==> src/hdl/shs_pkg.sv <==
// Shared types, constants and SHA-256 round functions for the stream hasher.
package shs_pkg;

    localparam int unsigned CountW    = 61;
    localparam int unsigned BlkWords  = 16;
    localparam int unsigned HashWords = 8;

    localparam logic [5:0] LastRound = 6'd63;
    localparam logic [5:0] LastPos   = 6'd63;
    localparam logic [5:0] LenPos    = 6'd56;
    localparam logic [2:0] LastIdx   = 3'd7;
    localparam logic [7:0] PadByte   = 8'h80;

    typedef logic [31:0] t_word;

    typedef struct packed {
        logic       has_byte;
        logic [7:0] msg_byte;
        logic       end_of_message;
    } t_in_item;

    typedef struct packed {
        logic [31:0] digest_word;
        logic [2:0]  word_index;
        logic        last_word;
    } t_out_item;

    typedef enum logic [2:0] {
        ST_IDLE,
        ST_PAD,
        ST_LEN,
        ST_WAIT,
        ST_OUT
    } t_state;

    typedef enum logic [1:0] {
        CP_IDLE,
        CP_ROUND,
        CP_ADD
    } t_core_phase;

    // Commands from the sequencer to the compression core
    typedef struct packed {
        logic        start;
        logic        init;
        logic        wr_byte;
        logic        wr_pad;
        logic        wr_len;
        logic        clr;
        logic [3:0]  idx;
        logic [1:0]  lane;
        logic [7:0]  data;
        logic [63:0] bit_len;
    } t_core_cmd;

    function automatic t_word byte_lane(input logic [7:0] b, input logic [1:0] k);
        t_word r;
        case (k)
            2'd0:    r = {b, 24'h000000};
            2'd1:    r = {8'h00, b, 16'h0000};
            2'd2:    r = {16'h0000, b, 8'h00};
            default: r = {24'h000000, b};
        endcase
        return r;
    endfunction

    // Bytes of the word already filled ahead of lane k
    function automatic t_word keep_mask(input logic [1:0] k);
        t_word r;
        case (k)
            2'd0:    r = 32'h0000_0000;
            2'd1:    r = 32'hFF00_0000;
            2'd2:    r = 32'hFFFF_0000;
            default: r = 32'hFFFF_FF00;
        endcase
        return r;
    endfunction

    function automatic t_word ssig0(input t_word x);
        return {x[6:0], x[31:7]} ^ {x[17:0], x[31:18]} ^ (x >> 3);
    endfunction

    function automatic t_word ssig1(input t_word x);
        return {x[16:0], x[31:17]} ^ {x[18:0], x[31:19]} ^ (x >> 10);
    endfunction

    function automatic t_word bsig0(input t_word x);
        return {x[1:0], x[31:2]} ^ {x[12:0], x[31:13]} ^ {x[21:0], x[31:22]};
    endfunction

    function automatic t_word bsig1(input t_word x);
        return {x[5:0], x[31:6]} ^ {x[10:0], x[31:11]} ^ {x[24:0], x[31:25]};
    endfunction

    function automatic t_word init_hash(input logic [2:0] i);
        t_word r;
        case (i)
            3'd0:    r = 32'h6a09e667;
            3'd1:    r = 32'hbb67ae85;
            3'd2:    r = 32'h3c6ef372;
            3'd3:    r = 32'ha54ff53a;
            3'd4:    r = 32'h510e527f;
            3'd5:    r = 32'h9b05688c;
            3'd6:    r = 32'h1f83d9ab;
            default: r = 32'h5be0cd19;
        endcase
        return r;
    endfunction

    function automatic t_word round_k(input logic [5:0] t);
        t_word r;
        case (t)
            6'd0:  r = 32'h428a2f98;  6'd1:  r = 32'h71374491;
            6'd2:  r = 32'hb5c0fbcf;  6'd3:  r = 32'he9b5dba5;
            6'd4:  r = 32'h3956c25b;  6'd5:  r = 32'h59f111f1;
            6'd6:  r = 32'h923f82a4;  6'd7:  r = 32'hab1c5ed5;
            6'd8:  r = 32'hd807aa98;  6'd9:  r = 32'h12835b01;
            6'd10: r = 32'h243185be;  6'd11: r = 32'h550c7dc3;
            6'd12: r = 32'h72be5d74;  6'd13: r = 32'h80deb1fe;
            6'd14: r = 32'h9bdc06a7;  6'd15: r = 32'hc19bf174;
            6'd16: r = 32'he49b69c1;  6'd17: r = 32'hefbe4786;
            6'd18: r = 32'h0fc19dc6;  6'd19: r = 32'h240ca1cc;
            6'd20: r = 32'h2de92c6f;  6'd21: r = 32'h4a7484aa;
            6'd22: r = 32'h5cb0a9dc;  6'd23: r = 32'h76f988da;
            6'd24: r = 32'h983e5152;  6'd25: r = 32'ha831c66d;
            6'd26: r = 32'hb00327c8;  6'd27: r = 32'hbf597fc7;
            6'd28: r = 32'hc6e00bf3;  6'd29: r = 32'hd5a79147;
            6'd30: r = 32'h06ca6351;  6'd31: r = 32'h14292967;
            6'd32: r = 32'h27b70a85;  6'd33: r = 32'h2e1b2138;
            6'd34: r = 32'h4d2c6dfc;  6'd35: r = 32'h53380d13;
            6'd36: r = 32'h650a7354;  6'd37: r = 32'h766a0abb;
            6'd38: r = 32'h81c2c92e;  6'd39: r = 32'h92722c85;
            6'd40: r = 32'ha2bfe8a1;  6'd41: r = 32'ha81a664b;
            6'd42: r = 32'hc24b8b70;  6'd43: r = 32'hc76c51a3;
            6'd44: r = 32'hd192e819;  6'd45: r = 32'hd6990624;
            6'd46: r = 32'hf40e3585;  6'd47: r = 32'h106aa070;
            6'd48: r = 32'h19a4c116;  6'd49: r = 32'h1e376c08;
            6'd50: r = 32'h2748774c;  6'd51: r = 32'h34b0bcb5;
            6'd52: r = 32'h391c0cb3;  6'd53: r = 32'h4ed8aa4a;
            6'd54: r = 32'h5b9cca4f;  6'd55: r = 32'h682e6ff3;
            6'd56: r = 32'h748f82ee;  6'd57: r = 32'h78a5636f;
            6'd58: r = 32'h84c87814;  6'd59: r = 32'h8cc70208;
            6'd60: r = 32'h90befffa;  6'd61: r = 32'ha4506ceb;
            6'd62: r = 32'hbef9a3f7;  default: r = 32'hc67178f2;
        endcase
        return r;
    endfunction

endpackage

==> src/hdl/shs_core.sv <==
// SHA-256 compression core: block buffer / schedule window, round unit and chain value.
module shs_core (
    input  logic               i_clk,
    input  logic               i_rst_n,
    input  shs_pkg::t_core_cmd i_cmd,
    input  logic [2:0]         i_word_sel,
    output logic               o_done,
    output shs_pkg::t_word     o_digest_word
);

    shs_pkg::t_word      r_win   [shs_pkg::BlkWords];
    shs_pkg::t_word      n_win   [shs_pkg::BlkWords];
    shs_pkg::t_word      r_wv    [shs_pkg::HashWords];
    shs_pkg::t_word      r_chain [shs_pkg::HashWords];
    logic [5:0]          r_round;
    shs_pkg::t_core_phase r_phase;
    shs_pkg::t_core_phase n_phase;

    logic           round_en;
    logic           load_en;
    shs_pkg::t_word w_t;
    shs_pkg::t_word w_new;
    shs_pkg::t_word t1;
    shs_pkg::t_word t2;
    shs_pkg::t_word ch;
    shs_pkg::t_word maj;

    // next phase
    always_comb begin
        n_phase = r_phase;
        case (r_phase)
            shs_pkg::CP_IDLE: begin
                if (i_cmd.start) n_phase = shs_pkg::CP_ROUND;
            end
            shs_pkg::CP_ROUND: begin
                if (r_round == shs_pkg::LastRound) n_phase = shs_pkg::CP_ADD;
            end
            shs_pkg::CP_ADD: begin
                n_phase = shs_pkg::CP_IDLE;
            end
            default: begin
                n_phase = shs_pkg::CP_IDLE;
            end
        endcase
    end

    // phase outputs
    always_comb begin
        o_done   = 1'b0;
        round_en = 1'b0;
        load_en  = 1'b0;
        case (r_phase)
            shs_pkg::CP_IDLE:  load_en  = i_cmd.start;
            shs_pkg::CP_ROUND: round_en = 1'b1;
            shs_pkg::CP_ADD:   o_done   = 1'b1;
            default: begin
                o_done = 1'b0;
            end
        endcase
    end

    // one round: W[t] leaves the window head, W[t+16] enters at the tail
    always_comb begin
        w_t   = r_win[0];
        w_new = shs_pkg::ssig1(r_win[14]) + r_win[9] + shs_pkg::ssig0(r_win[1]) + r_win[0];
        ch    = (r_wv[4] & r_wv[5]) ^ (~r_wv[4] & r_wv[6]);
        maj   = (r_wv[0] & r_wv[1]) ^ (r_wv[0] & r_wv[2]) ^ (r_wv[1] & r_wv[2]);
        t1    = r_wv[7] + shs_pkg::bsig1(r_wv[4]) + ch + shs_pkg::round_k(r_round) + w_t;
        t2    = shs_pkg::bsig0(r_wv[0]) + maj;
    end

    always_comb begin
        for (int i = 0; i < shs_pkg::BlkWords; i++) begin
            n_win[i] = r_win[i];
            if (round_en) begin
                if (i == shs_pkg::BlkWords - 1) n_win[i] = w_new;
                else                            n_win[i] = r_win[(i + 1) % shs_pkg::BlkWords];
            end else begin
                if (i_cmd.clr) n_win[i] = '0;
                if (i_cmd.wr_byte && (i_cmd.idx == 4'(i))) begin
                    if (i_cmd.lane == 2'd0)
                        n_win[i] = shs_pkg::byte_lane(i_cmd.data, i_cmd.lane);
                    else
                        n_win[i] = r_win[i] | shs_pkg::byte_lane(i_cmd.data, i_cmd.lane);
                end
                if (i_cmd.wr_pad) begin
                    if (i_cmd.idx == 4'(i))
                        n_win[i] = (r_win[i] & shs_pkg::keep_mask(i_cmd.lane))
                                 | shs_pkg::byte_lane(shs_pkg::PadByte, i_cmd.lane);
                    else if (4'(i) > i_cmd.idx)
                        n_win[i] = '0;
                end
                if (i_cmd.wr_len && (i == shs_pkg::BlkWords - 2)) n_win[i] = i_cmd.bit_len[63:32];
                if (i_cmd.wr_len && (i == shs_pkg::BlkWords - 1)) n_win[i] = i_cmd.bit_len[31:0];
            end
        end
    end

    always_ff @(posedge i_clk) begin
        r_win <= n_win;
        if (load_en) begin
            r_wv <= r_chain;
        end else if (round_en) begin
            r_wv[0] <= t1 + t2;
            r_wv[1] <= r_wv[0];
            r_wv[2] <= r_wv[1];
            r_wv[3] <= r_wv[2];
            r_wv[4] <= r_wv[3] + t1;
            r_wv[5] <= r_wv[4];
            r_wv[6] <= r_wv[5];
            r_wv[7] <= r_wv[6];
        end
    end

    always_ff @(posedge i_clk) begin
        if (!i_rst_n) begin
            r_phase <= shs_pkg::CP_IDLE;
            r_round <= '0;
        end else begin
            r_phase <= n_phase;
            if (load_en)       r_round <= '0;
            else if (round_en) r_round <= r_round + 6'd1;
        end
    end

    always_ff @(posedge i_clk) begin
        if (!i_rst_n || i_cmd.init) begin
            for (int i = 0; i < shs_pkg::HashWords; i++) r_chain[i] <= shs_pkg::init_hash(3'(i));
        end else if (r_phase == shs_pkg::CP_ADD) begin
            for (int i = 0; i < shs_pkg::HashWords; i++) r_chain[i] <= r_chain[i] + r_wv[i];
        end
    end

    assign o_digest_word = r_chain[i_word_sel];

endmodule

==> src/hdl/sha256_stream_hasher_unit.sv <==
// Top level of the SHA-256 stream hasher: byte intake, padding sequencer and digest output.
// Takes one message byte per item and returns the eight SHA-256 digest words, word 0 first,
// after the item that ends the message. A byte item is accepted as soon as it is offered, except the byte
// that completes a 64-byte block: the working variables load at the edge that takes it, and
// the input then stays not ready while the single round unit runs its 64 rounds at one per
// cycle, and then folds them into the chain value. Closing a message costs one padding step
// and one block, or two blocks when the 0x80 byte leaves no room for the 8-byte length in the
// last block, and then eight output items; the input is not ready until the last digest word
// has been taken. The block then restarts for the next message.
module sha256_stream_hasher_unit (
    input  logic               i_clk,
    input  logic               i_rst_n,
    input  logic               i_in_valid,
    output logic               o_in_ready,
    input  shs_pkg::t_in_item  i_in_item,
    output logic               o_out_valid,
    input  logic               i_out_ready,
    output shs_pkg::t_out_item o_out_item
);

    shs_pkg::t_state        r_state;
    shs_pkg::t_state        n_state;
    shs_pkg::t_state        r_ret;
    shs_pkg::t_state        n_ret;
    logic [shs_pkg::CountW-1:0] r_count;
    logic [2:0]             r_word;

    logic               in_acc;
    logic               out_acc;
    logic [5:0]         pos;
    logic               blk_full;
    logic               last_out;
    shs_pkg::t_core_cmd cmd;
    logic               core_done;
    shs_pkg::t_word     digest;

    assign pos      = r_count[5:0];
    assign in_acc   = i_in_valid && o_in_ready;
    assign out_acc  = o_out_valid && i_out_ready;
    assign blk_full = in_acc && i_in_item.has_byte && (pos == shs_pkg::LastPos);
    assign last_out = out_acc && (r_word == shs_pkg::LastIdx);

    // next state
    always_comb begin
        n_state = r_state;
        n_ret   = r_ret;
        case (r_state)
            shs_pkg::ST_IDLE: begin
                if (blk_full) begin
                    n_state = shs_pkg::ST_WAIT;
                    n_ret   = i_in_item.end_of_message ? shs_pkg::ST_PAD : shs_pkg::ST_IDLE;
                end else if (in_acc && i_in_item.end_of_message) begin
                    n_state = shs_pkg::ST_PAD;
                end
            end
            shs_pkg::ST_PAD: begin
                n_state = shs_pkg::ST_WAIT;
                // no room left for the length: it goes into an extra block
                n_ret   = (pos >= shs_pkg::LenPos) ? shs_pkg::ST_LEN : shs_pkg::ST_OUT;
            end
            shs_pkg::ST_LEN: begin
                n_state = shs_pkg::ST_WAIT;
                n_ret   = shs_pkg::ST_OUT;
            end
            shs_pkg::ST_WAIT: begin
                if (core_done) n_state = r_ret;
            end
            shs_pkg::ST_OUT: begin
                if (last_out) n_state = shs_pkg::ST_IDLE;
            end
            default: begin
                n_state = shs_pkg::ST_IDLE;
            end
        endcase
    end

    // outputs and core commands
    always_comb begin
        o_in_ready  = 1'b0;
        o_out_valid = 1'b0;
        cmd         = '0;
        cmd.idx     = pos[5:2];
        cmd.lane    = pos[1:0];
        cmd.data    = i_in_item.msg_byte;
        cmd.bit_len = {r_count, 3'b000};
        cmd.init    = last_out;
        case (r_state)
            shs_pkg::ST_IDLE: begin
                o_in_ready  = 1'b1;
                cmd.wr_byte = in_acc && i_in_item.has_byte;
                cmd.start   = blk_full;
            end
            shs_pkg::ST_PAD: begin
                cmd.wr_pad = 1'b1;
                cmd.wr_len = (pos < shs_pkg::LenPos);
                cmd.start  = 1'b1;
            end
            shs_pkg::ST_LEN: begin
                cmd.clr    = 1'b1;
                cmd.wr_len = 1'b1;
                cmd.start  = 1'b1;
            end
            shs_pkg::ST_WAIT: begin
                o_in_ready = 1'b0;
            end
            shs_pkg::ST_OUT: begin
                o_out_valid = 1'b1;
            end
            default: begin
                o_in_ready = 1'b0;
            end
        endcase
    end

    always_ff @(posedge i_clk) begin
        if (!i_rst_n) begin
            r_state <= shs_pkg::ST_IDLE;
            r_ret   <= shs_pkg::ST_IDLE;
            r_count <= '0;
            r_word  <= '0;
        end else begin
            r_state <= n_state;
            r_ret   <= n_ret;
            if (last_out)
                r_count <= '0;
            else if (in_acc && i_in_item.has_byte)
                r_count <= r_count + shs_pkg::CountW'(1);
            if (out_acc) r_word <= r_word + 3'd1;
        end
    end

    shs_core u_core (
        .i_clk         (i_clk),
        .i_rst_n       (i_rst_n),
        .i_cmd         (cmd),
        .i_word_sel    (r_word),
        .o_done        (core_done),
        .o_digest_word (digest)
    );

    assign o_out_item.digest_word = digest;
    assign o_out_item.word_index  = r_word;
    assign o_out_item.last_word   = (r_word == shs_pkg::LastIdx);

endmodule
==> config.mk <==
export PLATFORM = sky130hd
export DESIGN_NAME = sha256_stream_hasher_unit
export DESIGN_NICKNAME = d
export VERILOG_FILES = /design/src/hdl/shs_pkg.sv /design/src/hdl/shs_core.sv /design/src/hdl/sha256_stream_hasher_unit.sv
export SDC_FILE = /design/constraint.sdc
export NUM_CORES = 2
export LEC_CHECK = 0
export BUFFER_PORTS_ARGS = -buffer_cell sky130_fd_sc_hd__buf_2
export CAP_MARGIN = 10
export CORE_MARGIN = 10
export CORE_UTILIZATION = 47
export DETAILED_ROUTE_END_ITERATION = 7
export HOLD_SLACK_MARGIN = 0.03
export SETUP_SLACK_MARGIN = 0.2
export SLEW_MARGIN = 30
export SYNTH_ARGS = -nofsm -noshare
export SYNTH_HDL_FRONTEND = slang
export SYNTH_SLANG_ARGS = --single-unit
==> constraint.sdc <==
create_clock -name i_clk -period 20 [get_ports i_clk]
set_input_delay 1 -clock i_clk [delete_from_list [all_inputs] [get_ports i_clk]]
set_output_delay 1 -clock i_clk [all_outputs]
set_load 0.1 [all_outputs]
* Yosys cells after proc, flatten, opt, wreduce, memory -nomap -nowiden
Memories as Yosys holds them, arrays and structs flattened. A register that Yosys moved wholly into a read port is not among the register bits.
Cells that the tools add are included.
** Word-level totals
- Bits in registers :: 1102
- Memory bits (read-only) :: 2048
- Input bits :: 14
- Output and inout port bits :: 38
- Word-level logic and storage cells :: 489
- Memories kept :: 1
** Cells by class
- $add $sub $neg :: 21
- Order comparisons :: 19
- Equal/unequal tests :: 32
- Muxes and demuxes :: 275
- Bitwise gates (word level) :: 67
- Reduce and logical (&&, ||, !) cells :: 36
** Memories
- (name not given) :: words 64, width 32, read ports 1, clocked after Yosys merged registers in 1, write ports 0, line shs_pkg.sv:112 : case (t)
** Operator list (number)
- 2-to-1 mux 32 bit :: 245
- bitwise OR 32 bit :: 32
- AND 32 bit :: 21
- adder 32 bit :: 18
- 2-to-1 mux 256 bit :: 2
- bitwise XOR 32 bit :: 9
- case mux 32 bit (3 select lines) :: 2
- binary-select mux 32 bit (select 3 bit) :: 1
- adder 61 x 1 -> 61 bit (second input constant) :: 1
- case mux 24 bit (2 select lines) :: 1
- == test 4 bit (second input constant) :: 8
- > comparator 4 bit (first input constant) :: 8
- inverter 32 bit :: 1
- bitwise XOR 32 x 22 -> 32 bit :: 1
- bitwise XOR 32 x 29 -> 32 bit :: 1
- logical AND 1 bit :: 22
- 2-to-1 mux 3 bit :: 6
- == test 4 x 3 -> 1 bit (second input constant) :: 4
- > comparator 3 x 4 -> 1 bit (first input constant) :: 4
- == test 6 bit (second input constant) :: 2
- 2-to-1 mux 6 bit :: 2
- case mux 3 bit (4 select lines) :: 1
- 2-to-1 mux 1 bit :: 9
- case mux 3 bit (3 select lines) :: 1
- 32 further kinds :: 48

* Depth between registers and ports, before layout
- Depth after elaboration :: 16
- Gate-level depth with buffers :: 35
- Mapped depth without buffers :: 34

* Modules after synthesis
A second synthesis with hierarchy kept.
** Second synthesis, totals
- Cells, all modules :: 9166
- Area total of the unflattened synthesis :: 75992.9 µm²
** By module, submodules not included
- shs_core :: times used 1, cells each 8755, area each 72558.3 µm², sequential area each 24483.5 µm²
- sha256_stream_hasher_unit :: times used 1, cells each 411, area each 3434.5 µm², sequential area each 1401.3 µm²

* Worst setup path after synthesis
Ideal clock, no wire load.
- Path type :: reg2reg
- Start point :: register r_state[2]
- End point :: register u_core.r_wv[0] in the netlist's numbering, enable pin
- Library setup time :: 0.959 ns
- Arrival time :: 14.468 ns
- Data required time :: 19.041 ns
- Setup slack :: 4.573 ns
- Stages on the path, launching flop included :: 9
- Buffers on the path :: 2
- Clock period less this slack :: 15.427 ns
- Cell sequence :: dfxtp_1 > buf_4 > nor3_4 > and2_1 > buf_4 > nand2_1 > nor2_2 > nor2_1 > a21oi_1
** On the way
- Longest elaborated chain between the ends :: 8
- Elaborated cells between the ends (all ways) :: 11
- Those cells by class :: eq/ne: 2; mux: 3; reduce/logical: 6
** RTL lines
- from (decl) :: line sha256_stream_hasher_unit.sv:21 : shs_pkg::t_state r_state;
- from (signal assigned) :: line sha256_stream_hasher_unit.sv:117 : r_state <= shs_pkg::ST_IDLE;
- from (signal assigned) :: line sha256_stream_hasher_unit.sv:122 : r_state <= n_state;
- logical NOT 3 bit :: line sha256_stream_hasher_unit.sv:87 : case (r_state)
- 2-to-1 mux 1 bit :: line sha256_stream_hasher_unit.sv:87
- net o_in_ready :: line sha256_stream_hasher_unit.sv:14 : output logic o_in_ready,
- logical AND 1 bit :: line sha256_stream_hasher_unit.sv:38 : assign in_acc = i_in_valid && o_in_ready;
- logical AND 1 bit (2 in a row) :: line sha256_stream_hasher_unit.sv:40 : assign blk_full = in_acc && i_in_item.has_byte && (pos == shs_pkg::LastPos);
- case mux 1 bit (2 select lines) :: line sha256_stream_hasher_unit.sv:87
- 2-to-1 mux 1 bit :: line shs_core.sv:52 : case (r_phase)
- nonzero test 2 bit (no source line)
- to (signal assigned) :: line shs_core.sv:102 : r_wv <= r_chain;
- to (decl) :: line shs_core.sv:13 : shs_pkg::t_word r_wv [shs_pkg::HashWords];
The timed path passes the listed nets, and every way through them passes these cells.
A chain may end at the register's enable or synchronous reset.

* Final worst setup path
- Start point :: register u_core.r_wv[122] in the netlist's numbering
- End point :: register u_core.r_wv[254] in the netlist's numbering, data pin
** On the way
- Longest elaborated chain between the ends :: 9
- Elaborated cells between the ends (all ways) :: 13
- Those cells by class :: add/sub: 5; mux: 2; bitwise: 6
** RTL lines
- bitwise XOR 32 bit or inverter 32 bit (tied branches) :: line shs_pkg.sv:92, shs_core.sv:66
- bitwise XOR 32 bit or AND 32 bit (tied branches) :: line shs_pkg.sv:92, shs_core.sv:66
- adder 32 bit or bitwise XOR 32 bit (tied branches) :: line shs_core.sv:68, shs_core.sv:66
- adder 32 bit * (3 in a row) :: line shs_core.sv:68 : t1 = r_wv[7] + shs_pkg::bsig1(r_wv[4]) + ch + shs_pkg::round_k(r_round) + w_t;
- adder 32 bit * :: line shs_core.sv:104 : r_wv[0] <= t1 + t2;
- 2-to-1 mux 256 bit * :: line shs_core.sv:103 : end else if (round_en) begin
- 2-to-1 mux 256 bit * :: line shs_core.sv:101 : if (load_en) begin
Mark *: on every way between the ends. The rest lies on a longest branch, timed or not. The select of a mux whose other input is x is not followed.

==> out/metrics.yaml <==
setup_path:
  startpoint_type: "register"
  cp_data_arrival_time_ns: 9.11
  crit_top_cell: "fa_1"
  critPathSlowestCell: "edfxtp_1"
  r2r-start: "u_core.r_wv[122]$_DFFE_PP_"
  critical_path_class: "register to register"
  startpoint: "u_core.r_wv[122]$_DFFE_PP_"
  r2r_slack_ns: 11.41
  slowest_delay_ns: 0.57
  worst_r2r_path_depth: 31
  critPathRequiredTime_ns: 20.52
  end_kind: "register"
  reg2reg_to: "u_core.r_wv[254]$_DFFE_PP_"
  path_max_fanout: 6
timing:
  setup_viol: 0
  fmax_ghz: 0.116
  min_period_ns: 8.59
  tightest_slew_ns: 1.23
  slew_headroom_pct: 17.7
  drv_slew: 0
  hold_viol: 0
  rsz0062_at_grt: "no"
  fin_worst_skew_ns: 0.0427
  setup_tns_ns: 0
  period_share_pct: 43.0
synthesis:
  ys_types: 107
  synthArstFlopShare_pct: 0
  syn_area_um2: 76000
  synth_cells: 9089
  synthFlopType: "dfxtp_1"
  synthesis.nets: 9693
  ys_warn_count: 0
  synth-seq-cells: 1134
  syn_avg_cell_area_um2: 8.36
  ys_seq_area_share_pct: 34.1
  synth_edf_count: 318
cts:
  cts_hold_buf: 0
  cts_tree: "built"
  cts.path.max_buffers: 3
  cts_sinks: 1134
  cts_resized: 0
  clkLatencyLatePin_ns: 0.81
  clk_pin_slew_worst_paths_ns: 0.06
  cts_buffers: 139
  cts_setup_buffers: 0
  cts_root_buf: "clkbuf_16"
  htreeDepth: 4
worst_hold_path:
  hold_end: "u_core.r_win[133]$_DFF_P_"
  holdPathStages: 2
  hold_start: "u_core.r_win[101]$_DFF_P_"
  holdCritPathClass: "register to register"
job:
  cap_violations: 0
cells_and_area:
  drive_above_1_share_pct: 7.29
  layout.cells.non_filler: 11081
  seq_area_um2: 25900
  fin_nets: 9399
  area_delta_synth_final_pct: 8.76
  final_util_pct: 51.4
  multi_input_area_um2: 46800
  stdcell_area_um2: 82600
  fillCellCount: 15205
place:
  dpl-instance-area_um2: 77800
  post-place-cells: 10812
  gp_congestion: 1.03
  portBuffers: 51
  dp_hpwl_mm: 233
floorplanning:
  die_h_um: 422
  io_pins: 52
  num_rows: 147
  start_util_pct: 47.3
  dieWidth_um: 422
  dieArea_um2: 178000
  core_area_um2: 161000
global_routing:
  antenna_found_initial: 21
  grt_pass1_vias: 64763
  grt_first_pass_wirelength_mm: 451
  grt.total_usage_pct: 33.3
  grt_max_degree: 197
  gr-total-overflow: 0
status:
  status: "finished, final reports clean"
detailed_routing:
  vias: 70763
  route.detailed.drc: 0
  drt_iter0_markers: 9502
  post_drt_wl_per_cell_um: 28.2
  viasPerCell: 6.39
  dr.pass1.iters: 6
  routed_wl_mm: 312
  ant_nets: 0
==> cell usage after synthesis, types with 15 or more instances <==
| cell type | instances | share of area [%] |
|---|---|---|
| dfxtp_1 | 816 | 22 |
| buf_2 | 40 | 0.26 |
| o311ai_0 | 18 | 0.21 |
| a221oi_1 | 215 | 2.5 |
| a22oi_1 | 19 | 0.19 |
| a311oi_1 | 15 | 0.17 |
| o211ai_1 | 118 | 1.2 |
| xor2_1 | 195 | 2.2 |
| a21o_1 | 185 | 1.8 |
| a222oi_1 | 16 | 0.21 |
| mux2_2 | 53 | 0.79 |
| ha_1 | 395 | 6.5 |
| a21oi_1 | 878 | 5.8 |
| xnor2_1 | 412 | 4.8 |
| a211oi_1 | 76 | 0.75 |
| mux4_2 | 64 | 1.9 |
| fa_1 | 195 | 5.1 |
| o221ai_1 | 18 | 0.21 |
| nor2b_1 | 71 | 0.58 |
| o21a_1 | 70 | 0.69 |
| o31ai_1 | 105 | 1.0 |
| a22o_1 | 34 | 0.39 |
| a221o_1 | 15 | 0.20 |
| o21ai_0 | 573 | 3.8 |
| o22ai_1 | 32 | 0.26 |
| and3_1 | 61 | 0.50 |
| nand2_1 | 1525 | 7.5 |
| nand4_1 | 40 | 0.33 |
| nand2b_1 | 71 | 0.58 |
| nand3_1 | 147 | 0.97 |
| o21ai_1 | 30 | 0.20 |
| inv_1 | 301 | 1.5 |
| mux2i_1 | 20 | 0.26 |
| a31oi_1 | 66 | 0.54 |
| o21bai_1 | 49 | 0.48 |
| nor2_1 | 803 | 4.0 |
| maj3_1 | 22 | 0.29 |
| and2_1 | 42 | 0.35 |
| buf_1 | 50 | 0.25 |
| edfxtp_1 | 318 | 13 |
| or3_1 | 42 | 0.35 |
| nor3_1 | 94 | 0.62 |
| clkbuf_1 | 515 | 2.5 |
==> metal layers <==
layer	GRT usage [%]	share of wire, %	vias up	wire [µm]
met5	0	0.037	-	116
met4	10.1	3.3	18	10400
met3	9.64	12	551	36700
met2	46.6	40	3836	126000
met1	48.9	44	34693	138000
li1	-	-	31665	-
==> worst max-delay path by stage <==
stage,endpoint,depth (start not counted)
after floorplan,u_core.r_wv[0]$_DFFE_PP_,8
after global placement,u_core.r_wv[254]$_DFFE_PP_,31
after detailed placement,u_core.r_wv[254]$_DFFE_PP_,31
after CTS,u_core.r_wv[254]$_DFFE_PP_,31
after global routing,u_core.r_wv[254]$_DFFE_PP_,31
final,u_core.r_wv[254]$_DFFE_PP_,31
==> flip-flops by register name, indices dropped and copies added (netlist names), 6 cells and up, named ones only <==
register,count
r_count,61
u_core.r_wv,256
u_core.r_win,452
u_core.r_round,6
u_core.r_chain,256
u_core.w_t,30
==> cells by family after synthesis <==
kind of cell	synth area share, %
xor+xnor	7.04
flops	34.1
fa+ha+maj	11.9
mux	2.95
simple gates	16.8
buf+inv	4.73
compound gates	22.4
==> worst max-delay path: cells and delay by family, from the launching register on <==
family / cells / cell delay [ns]
xor+xnor: 4 / 1.17
simple gates: 3 / 0.23
flops: 1 / 0.57
buf+inv: 4 / 0.33
fa+ha+maj: 7 / 2.66
compound gates: 13 / 3.36
==> per-stage QoR <==
stage,hold slack [ns],setup slack (ns)
2_1_floorplan,0.416,4.57
3_3_place_gp,0.438,11.57
3_5_place_dp,0.439,11.50
4_1_cts,0.453,11.48
5_1_grt,0.471,11.09
6_report,0.451,11.41
==> final cells by class <==
type | count | share of cell area (%)
Clock inverter | 62 | 0.789
Tap cell | 2160 | 3.27
Inverter | 306 | 1.39
Clock buffer | 195 | 4.92
Timing Repair Buffer | 182 | 1.63
Multi-Input combinational cell | 7032 | 56.6
Sequential cell | 1134 | 31.3
Antenna cell | 10 | 0.0303
==> layout by cell type (no fill, tap or decap), types with 25 or more instances in the layout <==
cell and count:
nand2_1 1522, a31oi_1 65, nor3_1 88, and3_1 60, o21a_1 69, mux4_2 64
o22ai_1 32, nor2_1 789, a21oi_1 876, xor2_1 193, mux2_2 53, a211oi_1 76
edfxtp_1 318, dfxtp_1 813, a221oi_1 215, nand2b_1 70, nand3_1 146, o21bai_1 49
nand4_1 40, inv_1 301, clkinv_2 25, buf_4 123, o21ai_1 32, clkbuf_16 146
o21ai_0 566, a21o_1 185, clkbuf_1 26, o211ai_1 118, nor2b_1 68, a22o_1 34
and2_1 41, ha_1 394, xnor2_1 410, o31ai_1 103, fa_1 195, or3_1 42
buf_2 51
Power is not shown: default switching activity piles up to over one toggle a cycle in this logic, so the estimate is an artifact.
